## src/hdl/urs_pkg.sv

```systemverilog
// shared constants, register map and types for the radix-to-symbol converter
package urs_pkg;

    localparam int DATA_W    = 32;
    localparam int DIGIT_W   = 4;
    localparam int RADIX_W   = 5;
    localparam int SYM_W     = 8;
    localparam int ALPHA_W   = 64;
    localparam int REG_W     = 64;
    localparam int ADDR_W    = 5;
    localparam int REG_IDX_W = 2;
    localparam int MAX_BASE  = 16;
    localparam int NUM_SYMS  = 16;
    localparam int STEP_W    = $clog2(DATA_W);

    localparam logic [SYM_W-1:0] SYM_PLUS  = 8'h2B;
    localparam logic [SYM_W-1:0] SYM_MINUS = 8'h2D;
    localparam logic [SYM_W-1:0] SYM_NUL   = 8'h00;

    localparam logic [REG_IDX_W-1:0] REG_BASE_SIZE = 2'd0;
    localparam logic [REG_IDX_W-1:0] REG_ALPHA_LO  = 2'd1;
    localparam logic [REG_IDX_W-1:0] REG_ALPHA_HI  = 2'd2;

    localparam logic [RADIX_W-1:0] RST_BASE_SIZE = 5'd10;
    localparam logic [ALPHA_W-1:0] RST_ALPHA_LO  = 64'h3736_3534_3332_3130;
    localparam logic [ALPHA_W-1:0] RST_ALPHA_HI  = 64'h0000_0000_0000_3938;

    typedef struct packed {
        logic                done;
        logic [DATA_W-1:0]   quotient;
        logic [RADIX_W-1:0]  remainder;
    } t_div_res;

endpackage

```

## src/hdl/urs_alpha.sv

```systemverilog
// alphabet decode: radix saturation, validity check and digit-to-symbol lookup
module urs_alpha (
    input  logic [urs_pkg::RADIX_W-1:0] i_base_size,
    input  logic [urs_pkg::ALPHA_W-1:0] i_alpha_lo,
    input  logic [urs_pkg::ALPHA_W-1:0] i_alpha_hi,
    input  logic [urs_pkg::DIGIT_W-1:0] i_digit,
    output logic [urs_pkg::RADIX_W-1:0] o_radix,
    output logic                        o_ok,
    output logic [urs_pkg::SYM_W-1:0]   o_symbol
);

    localparam int HALF = urs_pkg::NUM_SYMS / 2;

    logic [urs_pkg::SYM_W-1:0]    w_sym [urs_pkg::NUM_SYMS];
    logic [urs_pkg::NUM_SYMS-1:0] w_used;
    logic                         w_bad;

    always_comb begin
        for (int i = 0; i < HALF; i++) begin
            w_sym[i]        = i_alpha_lo[urs_pkg::SYM_W*i +: urs_pkg::SYM_W];
            w_sym[i + HALF] = i_alpha_hi[urs_pkg::SYM_W*i +: urs_pkg::SYM_W];
        end
    end

    assign o_radix = (i_base_size > urs_pkg::RADIX_W'(urs_pkg::MAX_BASE))
                   ? urs_pkg::RADIX_W'(urs_pkg::MAX_BASE) : i_base_size;

    always_comb begin
        for (int i = 0; i < urs_pkg::NUM_SYMS; i++) begin
            w_used[i] = urs_pkg::RADIX_W'(i) < o_radix;
        end
    end

    // reserved bytes and duplicate pairs among the symbols in use
    always_comb begin
        w_bad = 1'b0;
        for (int i = 0; i < urs_pkg::NUM_SYMS; i++) begin
            if (w_used[i] && (w_sym[i] == urs_pkg::SYM_NUL || w_sym[i] == urs_pkg::SYM_PLUS
                              || w_sym[i] == urs_pkg::SYM_MINUS)) begin
                w_bad = 1'b1;
            end
            for (int j = i + 1; j < urs_pkg::NUM_SYMS; j++) begin
                if (w_used[j] && w_sym[i] == w_sym[j]) begin
                    w_bad = 1'b1;
                end
            end
        end
    end

    assign o_ok     = (o_radix >= urs_pkg::RADIX_W'(2)) && !w_bad;
    assign o_symbol = w_sym[i_digit];

endmodule

```

## src/hdl/urs_div.sv

```systemverilog
// shared restoring divider, one quotient bit per cycle
module urs_div (
    input  logic                        i_clk,
    input  logic                        i_rst_n,
    input  logic                        i_start,
    input  logic [urs_pkg::DATA_W-1:0]  i_dividend,
    input  logic [urs_pkg::RADIX_W-1:0] i_divisor,
    output urs_pkg::t_div_res           o_res
);

    logic                        r_run;
    logic                        r_done;
    logic [urs_pkg::STEP_W-1:0]  r_step;
    logic [urs_pkg::DATA_W-1:0]  r_quo;
    logic [urs_pkg::RADIX_W-1:0] r_rem;
    logic [urs_pkg::RADIX_W-1:0] r_div;

    logic [urs_pkg::RADIX_W:0]   w_trial;
    logic [urs_pkg::RADIX_W:0]   w_diff;
    logic                        w_ge;

    assign w_trial = {r_rem, r_quo[urs_pkg::DATA_W-1]};
    assign w_ge    = w_trial >= {1'b0, r_div};
    assign w_diff  = w_trial - {1'b0, r_div};

    always_ff @(posedge i_clk) begin
        if (!i_rst_n) begin
            r_run  <= 1'b0;
            r_done <= 1'b0;
            r_step <= '0;
        end else if (i_start) begin
            r_run  <= 1'b1;
            r_done <= 1'b0;
            r_step <= '0;
        end else if (r_run) begin
            r_step <= r_step + 1'b1;
            if (r_step == urs_pkg::STEP_W'(urs_pkg::DATA_W - 1)) begin
                r_run  <= 1'b0;
                r_done <= 1'b1;
            end
        end else begin
            r_done <= 1'b0;
        end
    end

    always_ff @(posedge i_clk) begin
        if (i_start) begin
            r_quo <= i_dividend;
            r_rem <= '0;
            r_div <= i_divisor;
        end else if (r_run) begin
            r_quo <= {r_quo[urs_pkg::DATA_W-2:0], w_ge};
            r_rem <= w_ge ? w_diff[urs_pkg::RADIX_W-1:0] : w_trial[urs_pkg::RADIX_W-1:0];
        end
    end

    assign o_res.done      = r_done;
    assign o_res.quotient  = r_quo;
    assign o_res.remainder = r_rem;

endmodule

```

## src/hdl/unsigned_radix_to_symbols.sv

```systemverilog
// top level: config registers, digit sequencer, digit store and symbol output
//
// channel   direction  signals                                   beat taken when
// command   in         start, busy, i_number                     start && !busy
// result    out        o_valid, o_symbol, o_last                 o_valid (one cycle)
// config    in/out     psel penable pwrite paddr pwdata prdata   psel && penable && pwrite
//
// each digit takes one full pass of the bit-serial divider, plus a handoff
// each symbol then passes the digit store read (S_RD), then the output register (S_EMIT)
// busy stays high from an accepted item until its final beat
// an invalid alphabet leaves the block idle and gives no beats
// synchronous active-low reset, no clearing pass; results cannot be stalled
module unsigned_radix_to_symbols #(
    parameter int MAX_DIGITS = 32
) (
    input  logic                        i_clk,
    input  logic                        i_rst_n,
    input  logic                        start,
    output logic                        busy,
    input  logic [urs_pkg::DATA_W-1:0]  i_number,
    output logic                        o_valid,
    output logic [urs_pkg::SYM_W-1:0]   o_symbol,
    output logic                        o_last,
    input  logic                        psel,
    input  logic                        penable,
    input  logic                        pwrite,
    input  logic [urs_pkg::ADDR_W-1:0]  paddr,
    input  logic [urs_pkg::REG_W-1:0]   pwdata,
    output logic [urs_pkg::REG_W-1:0]   prdata,
    output logic                        pready
);

    localparam int CNT_W = $clog2(MAX_DIGITS + 1);
    localparam int IDX_W = $clog2(MAX_DIGITS);

    typedef enum logic [1:0] {
        S_IDLE,
        S_DIV,
        S_RD,
        S_EMIT
    } t_state;

    t_state                          r_state;
    logic [CNT_W-1:0]                r_count;
    logic [IDX_W-1:0]                r_idx;
    logic                            r_valid;
    logic [urs_pkg::SYM_W-1:0]       r_symbol;
    logic                            r_last;

    logic [urs_pkg::RADIX_W-1:0]     r_base_size;
    logic [urs_pkg::ALPHA_W-1:0]     r_alpha_lo;
    logic [urs_pkg::ALPHA_W-1:0]     r_alpha_hi;

    logic [urs_pkg::DIGIT_W-1:0]     r_mem [MAX_DIGITS];
    logic [urs_pkg::DIGIT_W-1:0]     r_rd_data;

    logic [urs_pkg::REG_IDX_W-1:0]   w_reg_idx;
    logic                            w_cfg_wr;
    logic [urs_pkg::RADIX_W-1:0]     w_radix;
    logic                            w_ok;
    logic [urs_pkg::SYM_W-1:0]       w_sym;
    logic                            w_accept;
    logic                            w_div_start;
    logic [urs_pkg::DATA_W-1:0]      w_dividend;
    urs_pkg::t_div_res               w_div;
    logic                            w_room;
    logic                            w_we;
    logic [IDX_W-1:0]                w_last_idx;

    // configuration port
    assign pready    = 1'b1;
    assign w_reg_idx = paddr[urs_pkg::ADDR_W-1:3];
    assign w_cfg_wr  = psel && penable && pwrite && pready;

    always_ff @(posedge i_clk) begin
        if (!i_rst_n) begin
            r_base_size <= urs_pkg::RST_BASE_SIZE;
            r_alpha_lo  <= urs_pkg::RST_ALPHA_LO;
            r_alpha_hi  <= urs_pkg::RST_ALPHA_HI;
        end else if (w_cfg_wr) begin
            unique case (w_reg_idx)
                urs_pkg::REG_BASE_SIZE: r_base_size <= pwdata[urs_pkg::RADIX_W-1:0];
                urs_pkg::REG_ALPHA_LO:  r_alpha_lo  <= pwdata;
                urs_pkg::REG_ALPHA_HI:  r_alpha_hi  <= pwdata;
                default: ;
            endcase
        end
    end

    always_comb begin
        unique case (w_reg_idx)
            urs_pkg::REG_BASE_SIZE: prdata = urs_pkg::REG_W'(r_base_size);
            urs_pkg::REG_ALPHA_LO:  prdata = r_alpha_lo;
            urs_pkg::REG_ALPHA_HI:  prdata = r_alpha_hi;
            default:                prdata = '0;
        endcase
    end

    urs_alpha u_alpha (
        .i_base_size (r_base_size),
        .i_alpha_lo  (r_alpha_lo),
        .i_alpha_hi  (r_alpha_hi),
        .i_digit     (r_rd_data),
        .o_radix     (w_radix),
        .o_ok        (w_ok),
        .o_symbol    (w_sym)
    );

    // sequencer
    assign busy        = r_state != S_IDLE;
    assign w_accept    = start && !busy;
    assign w_room      = r_count < CNT_W'(MAX_DIGITS);
    assign w_we        = (r_state == S_DIV) && w_div.done && w_room;
    assign w_div_start = (w_accept && w_ok)
                      || ((r_state == S_DIV) && w_div.done && (w_div.quotient != '0));
    assign w_dividend  = (r_state == S_IDLE) ? i_number : w_div.quotient;
    assign w_last_idx  = w_room ? r_count[IDX_W-1:0] : IDX_W'(MAX_DIGITS - 1);

    urs_div u_div (
        .i_clk      (i_clk),
        .i_rst_n    (i_rst_n),
        .i_start    (w_div_start),
        .i_dividend (w_dividend),
        .i_divisor  (w_radix),
        .o_res      (w_div)
    );

    always_ff @(posedge i_clk) begin
        if (!i_rst_n) begin
            r_state <= S_IDLE;
            r_count <= '0;
            r_idx   <= '0;
            r_valid <= 1'b0;
        end else begin
            r_valid <= 1'b0;
            unique case (r_state)
                S_IDLE: begin
                    if (w_accept && w_ok) begin
                        r_count <= '0;
                        r_state <= S_DIV;
                    end
                end
                S_DIV: begin
                    if (w_div.done) begin
                        if (w_room) begin
                            r_count <= r_count + 1'b1;
                        end
                        if (w_div.quotient == '0) begin
                            r_idx   <= w_last_idx;
                            r_state <= S_RD;
                        end
                    end
                end
                S_RD: begin
                    r_state <= S_EMIT;
                end
                S_EMIT: begin
                    r_valid <= 1'b1;
                    if (r_idx == '0) begin
                        r_state <= S_IDLE;
                    end else begin
                        r_idx   <= r_idx - 1'b1;
                        r_state <= S_RD;
                    end
                end
                default: r_state <= S_IDLE;
            endcase
        end
    end

    always_ff @(posedge i_clk) begin
        if (r_state == S_EMIT) begin
            r_symbol <= w_sym;
            r_last   <= r_idx == '0;
        end
    end

    // digit store
    always_ff @(posedge i_clk) begin
        if (w_we) begin
            r_mem[r_count[IDX_W-1:0]] <= w_div.remainder[urs_pkg::DIGIT_W-1:0];
        end
        r_rd_data <= r_mem[r_idx];
    end

    assign o_valid  = r_valid;
    assign o_symbol = r_symbol;
    assign o_last   = r_last;

    a_count_bound: assert property (@(posedge i_clk) disable iff (!i_rst_n)
        r_count <= CNT_W'(MAX_DIGITS))
        else $error("digit count beyond store depth");

    a_div_owner: assert property (@(posedge i_clk) disable iff (!i_rst_n)
        w_div.done |-> r_state == S_DIV)
        else $error("divider finished outside of digit phase");

    a_beat_source: assert property (@(posedge i_clk) disable iff (!i_rst_n)
        o_valid |-> $past(r_state == S_EMIT))
        else $error("result beat without emit step");

    a_last_frees: assert property (@(posedge i_clk) disable iff (!i_rst_n)
        (o_valid && o_last) |-> !busy)
        else $error("still busy after final beat");

endmodule
```

## config.mk

```make
export PLATFORM = sky130hd
export DESIGN_NAME = unsigned_radix_to_symbols
export DESIGN_NICKNAME = d
export VERILOG_FILES = /design/src/hdl/urs_pkg.sv /design/src/hdl/urs_alpha.sv /design/src/hdl/urs_div.sv /design/src/hdl/unsigned_radix_to_symbols.sv
export SDC_FILE = /design/constraint.sdc
export NUM_CORES = 1
export LEC_CHECK = 0
export BUFFER_PORTS_ARGS = -buffer_cell sky130_fd_sc_hd__clkbuf_2
export CAP_MARGIN = 10
export CORE_MARGIN = 10
export CORE_UTILIZATION = 50
export DETAILED_ROUTE_END_ITERATION = 7
export PLACE_DENSITY = 0.65
export SLEW_MARGIN = 40
export SYNTH_ARGS = -nofsm -noshare
export SYNTH_HDL_FRONTEND = slang
export SYNTH_SLANG_ARGS = --single-unit
```

## constraint.sdc

```tcl
create_clock -name i_clk -period 4.46 [get_ports i_clk]
set_input_delay 0.892 -clock i_clk [delete_from_list [all_inputs] [get_ports i_clk]]
set_output_delay 0.892 -clock i_clk [all_outputs]
set_load 0.02 [all_outputs]
```

After elaboration in Yosys (flattened, before gate mapping)
Memories as Yosys holds them, arrays and structs flattened. A register that Yosys moved wholly into a read port is not among the register bits.
Index checks and enable logic that the tools add are counted.
{ "totals": {"register_bits": 205, "ram_bits": 128, "out_inout_bits": 76, "word_cells": 586, "n_memories": 1} }
{ "classes": {"add_sub_neg": 4, "order_cmp": 21, "n_eq_ne": 164, "mux": 165, "n_bitwise": 3, "n_reduce_logical": 213} }
{ "memory_table": {"columns": ["name", "words", "width", "rd", "rd_ports_with_merged_regs", "wr", "line", "rtl"], "rows": [
  ["r_mem", 32, 4, 1, 1, 1, "unsigned_radix_to_symbols.sv:54", "logic [urs_pkg::DIGIT_W-1:0] r_mem [MAX_DIGITS];"]
]} }
{ "ops": {"columns": ["operator", "count"], "rows": [
  ["8-bit equality test", 120],
  ["8-bit by 6-bit equality test with 1-bit output (second input constant)", 32],
  ["64-bit one-hot mux with 3 select lines", 1],
  ["1-bit logical AND", 144],
  ["1-bit 2-to-1 mux", 142],
  ["8-bit zero test", 16],
  ["32-bit 2-to-1 mux", 3],
  ["4-bit by 5-bit less-than comparator with 1-bit output (first input constant)", 8],
  ["1-bit logical OR", 33],
  ["8-bit binary-select mux with 4-bit select", 1],
  ["32-bit zero test", 1],
  ["32-bit nonzero test", 1],
  ["5-bit 2-to-1 mux", 6],
  ["3-bit by 5-bit less-than comparator with 1-bit output (first input constant)", 4],
  ["6-bit 2-to-1 mux", 3],
  ["8-bit 2-to-1 mux", 2],
  ["6-bit one-hot mux with 2 select lines", 1],
  ["1-bit by 5-bit less-than comparator with 1-bit output (first input constant)", 2],
  ["2-bit by 5-bit less-than comparator with 1-bit output (first input constant)", 2],
  ["5-bit one-hot mux with 2 select lines", 1],
  ["2-bit 2-to-1 mux", 4],
  ["2-bit inequality test (second input constant)", 4],
  ["2-bit one-hot mux with 4 select lines", 1],
  ["2-bit AND reduction", 4],
  ["23 further kinds", 34]
]} }

Depth between registers and ports, before layout
{ "logic_depth": {"word_depth": 146, "ltp_mapped": 13, "ltp_nobuf": 11} }

Modules after synthesis
A second synthesis with hierarchy kept.
{ "hier_totals": {"cells_unflattened": 3030, "hier_area_um2": 28536.1} }
{ "modules_own_cells": {"columns": ["module", "n_inst", "cells_per_inst", "area_each_um2"], "rows": [
  ["urs_alpha", 1, 1796, 13935.9],
  ["unsigned_radix_to_symbols", 1, 1074, 12369.4],
  ["urs_div", 1, 160, 2230.9]
]} }

Worst setup path before layout
No wires, ideal clock.
{ "synth_path": {"path_kind": "input-to-output", "start": "input paddr[3] (netlist bit)", "end": "output prdata[10] (netlist bit)", "arrival_time_ps": 2432, "required_ps": 3568, "slack_ps": 1136, "stages": 6, "path_cell_list": "clkbuf_1 -> nor2b_1 -> clkbuf_1 -> clkbuf_1 -> clkbuf_1 -> a22o_1"} }
{ "synth_via": {"elab_chain_cells": 2, "elab_cells_between_ends": 4, "cone_classes": "eq/ne: 2; mux: 1; reduce/logical: 1"} }
{ "synth_lines": {"columns": ["element", "line", "rtl"], "rows": [
  ["start: declaration", "unsigned_radix_to_symbols.sv:27", "input logic [urs_pkg::ADDR_W-1:0] paddr,"],
  ["2-bit equality test, or another cell as far along", "unsigned_radix_to_symbols.sv:91", "unique case (w_reg_idx)"],
  ["64-bit one-hot mux with 3 select lines (*)", "unsigned_radix_to_symbols.sv:91", null],
  ["end: declaration", "unsigned_radix_to_symbols.sv:29", "output logic [urs_pkg::REG_W-1:0] prdata,"]
]} }
Every way passes the cells marked *; elsewhere a longest branch is shown, timed or not.

Worst setup path after layout
{ "layout_path": {"start": "register r_alpha_hi[40] (netlist bit)", "end": "register u_div.r_quo[8] (netlist bit), data pin"} }
{ "layout_via": {"elab_chain_cells": 130, "elab_cells_between_ends": 164, "cone_classes": "eq/ne: 17; mux: 124; reduce/logical: 23"} }
{ "layout_lines": {"columns": ["element", "line", "rtl"], "rows": [
  ["start: declaration", "unsigned_radix_to_symbols.sv:52", "logic [urs_pkg::ALPHA_W-1:0] r_alpha_hi;"],
  ["start signal: assignment", "unsigned_radix_to_symbols.sv:79", "r_alpha_hi <= urs_pkg::RST_ALPHA_HI;"],
  ["start signal: assignment", "unsigned_radix_to_symbols.sv:84", "urs_pkg::REG_ALPHA_HI: r_alpha_hi <= pwdata;"],
  ["8-bit equality test", "urs_alpha.sv:43", "if (w_used[j] && w_sym[i] == w_sym[j]) begin"],
  ["1-bit logical AND", "urs_alpha.sv:43", null],
  ["1-bit 2-to-1 mux (3 in a row)", "urs_alpha.sv:43", null],
  ["1-bit 2-to-1 mux", "urs_alpha.sv:38", "if (w_used[i] && (w_sym[i] == urs_pkg::SYM_NUL || w_sym[i] == urs_pkg::SYM_PLUS"],
  ["1-bit 2-to-1 mux (14 in a row)", "urs_alpha.sv:43", null],
  ["1-bit 2-to-1 mux", "urs_alpha.sv:38", null],
  ["1-bit 2-to-1 mux (13 in a row)", "urs_alpha.sv:43", null],
  ["1-bit 2-to-1 mux", "urs_alpha.sv:38", null],
  ["[... 87 more ...]", null, null],
  ["1-bit 2-to-1 mux (*)", "urs_alpha.sv:38", null],
  ["1-bit 2-to-1 mux (*)", "urs_alpha.sv:43", null],
  ["1-bit 2-to-1 mux (*)", "urs_alpha.sv:38", null],
  ["1-bit zero test (*)", "urs_alpha.sv:50", "assign o_ok = (o_radix >= urs_pkg::RADIX_W'(2)) && !w_bad;"],
  ["1-bit logical AND (*)", "urs_alpha.sv:50", null],
  ["1-bit logical AND (*)", "unsigned_radix_to_symbols.sv:114", "assign w_div_start = (w_accept && w_ok)"],
  ["1-bit logical OR (*)", "unsigned_radix_to_symbols.sv:115", "|| ((r_state == S_DIV) && w_div.done && (w_div.quotient != '0));"],
  ["32-bit 2-to-1 mux (*)", "urs_div.sv:47", "if (i_start) begin"],
  ["end signal: assignment", "urs_div.sv:48", "r_quo <= i_dividend;"],
  ["end signal: assignment", "urs_div.sv:52", "r_quo <= {r_quo[urs_pkg::DATA_W-2:0], w_ge};"],
  ["end: declaration", "urs_div.sv:14", "logic [urs_pkg::DATA_W-1:0] r_quo;"]
]} }
Marks and branches as above.
A chain may end at the register's enable or synchronous reset.

==> implementation parameters <==
Parameter                              Value

GRT
  First-pass GRT wire length    around 180,000 um
  Residual overflow from global routing    0
  Overall track demand over capacity in global routing    35.80%
  Initial antenna violation count    4
  Largest net degree at the start of global routing    approximately 100
  Vias in the first global route    roughly 24,000

Floorplan
  Starting density of the core    roughly half
  Chip Height    ~260 um
  Ports    183
  Die Outline Area    roughly 66,000 um2
  Core area    between 50,000 and 60,000 um2
  Std cell rows    86
  Floorplan die width    between 200 and 300 um

Yosys
  Mapped Avg Cell Area    about 9.4 um2
  Summed instance area of the synthesized netlist    about 28,000 um2
  Library cell with the highest instance count after synthesis    xor2_1
  Flops & latches, synth    roughly 340
  Net count after synthesis    3,078
  Top flip-flop cell by instance count after synthesis    edfxtp_1
  Part of the Yosys area used for sequential elements    a little over 30%
  Cell taking the most area after synthesis    edfxtp_1
  Top cells by count, synth    xor2_1 (515), xnor2_1 (463), nand2_1 (315)
  Count of cell types in the netlist    60
  Post-synthesis cell count    2,957
  Share of Yosys cell area claimed by the top area cell type    18.73%
  Proportion of register bits with asynchronous set or reset after synthesis    0%
  EDFF count, synth    174
  Biggest area contributors in the synthesized netlist    edfxtp_1 (19%), xor2_1 (16%), xnor2_1 (15%), dfxtp_1 (12%), mux4_2 (6.5%)
  Synthesis Warnings    0

Worst setup path
  Number of buffers and inverters on the critical path    3
  Required @ worst endpoint    roughly 4.8 ns
  Register-to-Register Setup Slack    0.36 ns
  Gate family responsible for the most delay along the worst path    simple AND/OR/NAND/NOR gates
  R2R depth    11
  CP Depth    11
  WP data arrival    about 4.4 ns
  Biggest cell delay along the critical path    approximately 0.80 ns
  Destination of the worst register-to-register timing path    u_div.r_quo[8]$_DFFE_PP_
  CP cell instances    buf_4, xnor2_1, nand4_1, o21ai_0, o31ai_1, nand4_1, buf_4, or4_1, o21ai_4, buf_12, mux2_1
  Critical path start-end classification    register to register
  Startpoint of the worst-slack reg-to-reg timing path    r_alpha_hi[40]$_SDFFE_PN0P_
  Startpoint type of the worst setup path    register
  Critical-path maximum fanout    35
  CP endpoint kind    register
  Critical-path top delay cell    dfxtp_1

Power and ir drop
  Pwr per Cell Area    between 200 and 300 nW/um2
  Power, Total    roughly 0.0083 W
  Peak ir drop on the vdd network    0.0004357 V
  Static Leakage    12.26 nW

Placement
  Cells after DPL    3,817
  Half-perimeter wire length after detailed placement    86,020 um
  Port Buf Inserts    between 150 and 200
  Weighted congestion at the end of routability-driven global placement    slightly above 1

Route
  Remaining antenna violation count    0
  Vias per inst    about 6.5
  Drt first pass iters    5
  Initial drt markers    between 3,000 and 4,000
  Vias after detailed routing    around 25,000
  Routed wire per std cell    between 30 and 40 um
  Final routed DRC violation total    0
  Drt total wl    about 120,000 um

Outcome
  Outcome    complete, no violations

Clocking
  Number of buffers added by the clock tree synthesis step    38
  Number of sinks on the clock net    between 300 and 400
  Clock-pin slew on the worst setup and hold paths    around 0.060 ns
  Clock insertion delay at the later pin of the skew report    approximately 0.60 ns
  Number of buffers between clock root and the deepest sink    3
  Total of cells resized after clock tree synthesis    0
  CTS tree    yes
  CTS H-Tree Depth    2
  CTS root buf    clkbuf_16
  Cts-stage hold buffer count    0
  Setup bufs post-CTS    0

Timing
  Worst slew margin    38.52%
  Worst clock skew    around 0.04 ns
  Time the final worst path needs with I/O delays and setup    between 4 and 5 ns
  Crit share post-route    about nine tenths
  Final number of hold-violating endpoints    0
  Worst hold slack    between 0.4 and 0.5 ns
  Actual transition at the worst max-transition pin    slightly above 0.9 ns
  Pins Over Slew Limit    0
  Timing-limited maximum frequency    about 240 MHz
  Final setup TNS    0 ns
  Setup repair after global routing missed its margin    false
  Setup Viol. Count Final    0

Hold path
  Worst Hold Endpoint    r_alpha_hi[50]$_SDFFE_PN0P_
  Worst hold path class    register to register
  Hold path startpoint    r_alpha_hi[50]$_SDFFE_PN0P_
  Worst hold path depth    2

Layout
  Post-layout util    a little under three fifths
  Final Net Count    between 3,000 and 4,000
  Layout overhead on the synthesized area    12.15%
  Share of cells above drive strength 1    about a fifth
  Non-filler instance count after layout    3,887

Flow run
  Maxcap violations    0
==> cells in the final DEF (no fill, tap or decap), drive strengths merged, types with 5 or more instances in the layout <==
cell	Yosys	layout
xor2	515	515
xnor2	463	463
nand2	315	315
buf	287	291
clkbuf	70	227
edfxtp	174	174
dfxtp	163	163
nor4	141	141
nand4	129	129
a21oi	125	125
mux4	80	80
nor2	79	79
nand3	74	74
a22o	59	59
mux2	36	36
nor3	31	31
o21ai	31	31
inv	19	25
a31oi	18	18
o22ai	18	18
or4	14	14
mux2i	14	14
ha	13	13
nor2b	11	11
clkinv	0	11
a22oi	9	9
a2111oi	8	8
o211ai	7	7
and3	5	5
==> worst max path at each step <==
stage                     slack, ns                         from                       end
after CTS                      0.56  r_alpha_hi[40]$_SDFFE_PN0P_  u_div.r_quo[8]$_DFFE_PP_
after global routing           0.34  r_alpha_hi[40]$_SDFFE_PN0P_  u_div.r_quo[8]$_DFFE_PP_
after floorplan                1.14                     paddr[3]                prdata[10]
after detailed placement       0.56  r_alpha_hi[40]$_SDFFE_PN0P_  u_div.r_quo[8]$_DFFE_PP_
final                          0.36  r_alpha_hi[40]$_SDFFE_PN0P_  u_div.r_quo[8]$_DFFE_PP_
after global placement         0.46  r_alpha_hi[32]$_SDFFE_PN0P_  u_div.r_quo[8]$_DFFE_PP_
==> per-stage QoR <==
step | area, um2 | setup WS (ns)
after CTS | 31270 | 0.5574
final | 31290 | 0.3577
after floorplan | 27900 | 1.136
after global routing | 31290 | 0.3389
after detailed placement | 30050 | 0.5589
after global placement | 30020 | 0.4641
==> cell type report <==
type,instances,area [um2]
fill,4883,23910
sequential,337,8532
clock buffer,49,1023
clock inverter,19,197.7
antenna,2,5.005
tap,748,935.9
inverter,19,72.57
timing repair buffer,469,3363
multi-input combinational,2244,17160
==> report_power, final <==
group	switching [W]	internal, W	total (W)
clock network	0.00141	0.00172	0.00312
registers	0.000170	0.00359	0.00376
logic	0.000865	0.000550	0.00141
total	0.00244	0.00586	0.00830
==> worst reg2reg max path: stages, from the launching register on <==
cell	delay, ns
dfxtp_1	0.80
buf_4	0.43
xnor2_1	0.13
nand4_1	0.11
o21ai_0	0.09
o31ai_1	0.46
nand4_1	0.22
buf_4	0.20
or4_1	0.62
o21ai_4	0.21
buf_12	0.23
mux2_1	0.39
==> layer usage <==
layer  GRT usage, %  vias up  routed length (um)
li1               -    10540                   -
met1          45.19    12230               46300
met2          54.46     1839               52940
met3          9.065      506               13990
met4          21.67        0                8608
met5              0        -                   0
==> registers in the layout, indices dropped and copies added (netlist names) <==
register	count
u_div.r_quo	32
r_base_size	5
r_idx	5
u_div.r_done	1
r_alpha_hi	64
o_symbol	8
o_valid	1
r_state	2
r_count	6
r_alpha_lo	64
r_rd_data	4
o_last	1
u_div.r_step	5
r_mem	128
u_div.r_rem	5
u_div.r_run	1
u_div.r_div	5
==> logic make-up after synthesis <==
group	count (synthesis)	synth area share, %
mux	130	8.413
simple gates	817	14.43
fa+ha+maj	14	0.6548
xor+xnor	978	30.70
other cells	1	0.01344
buf+inv	376	8.198
compound gates	304	7.162
flops	337	30.42
Note: power is estimated with default switching activity, not from simulation.
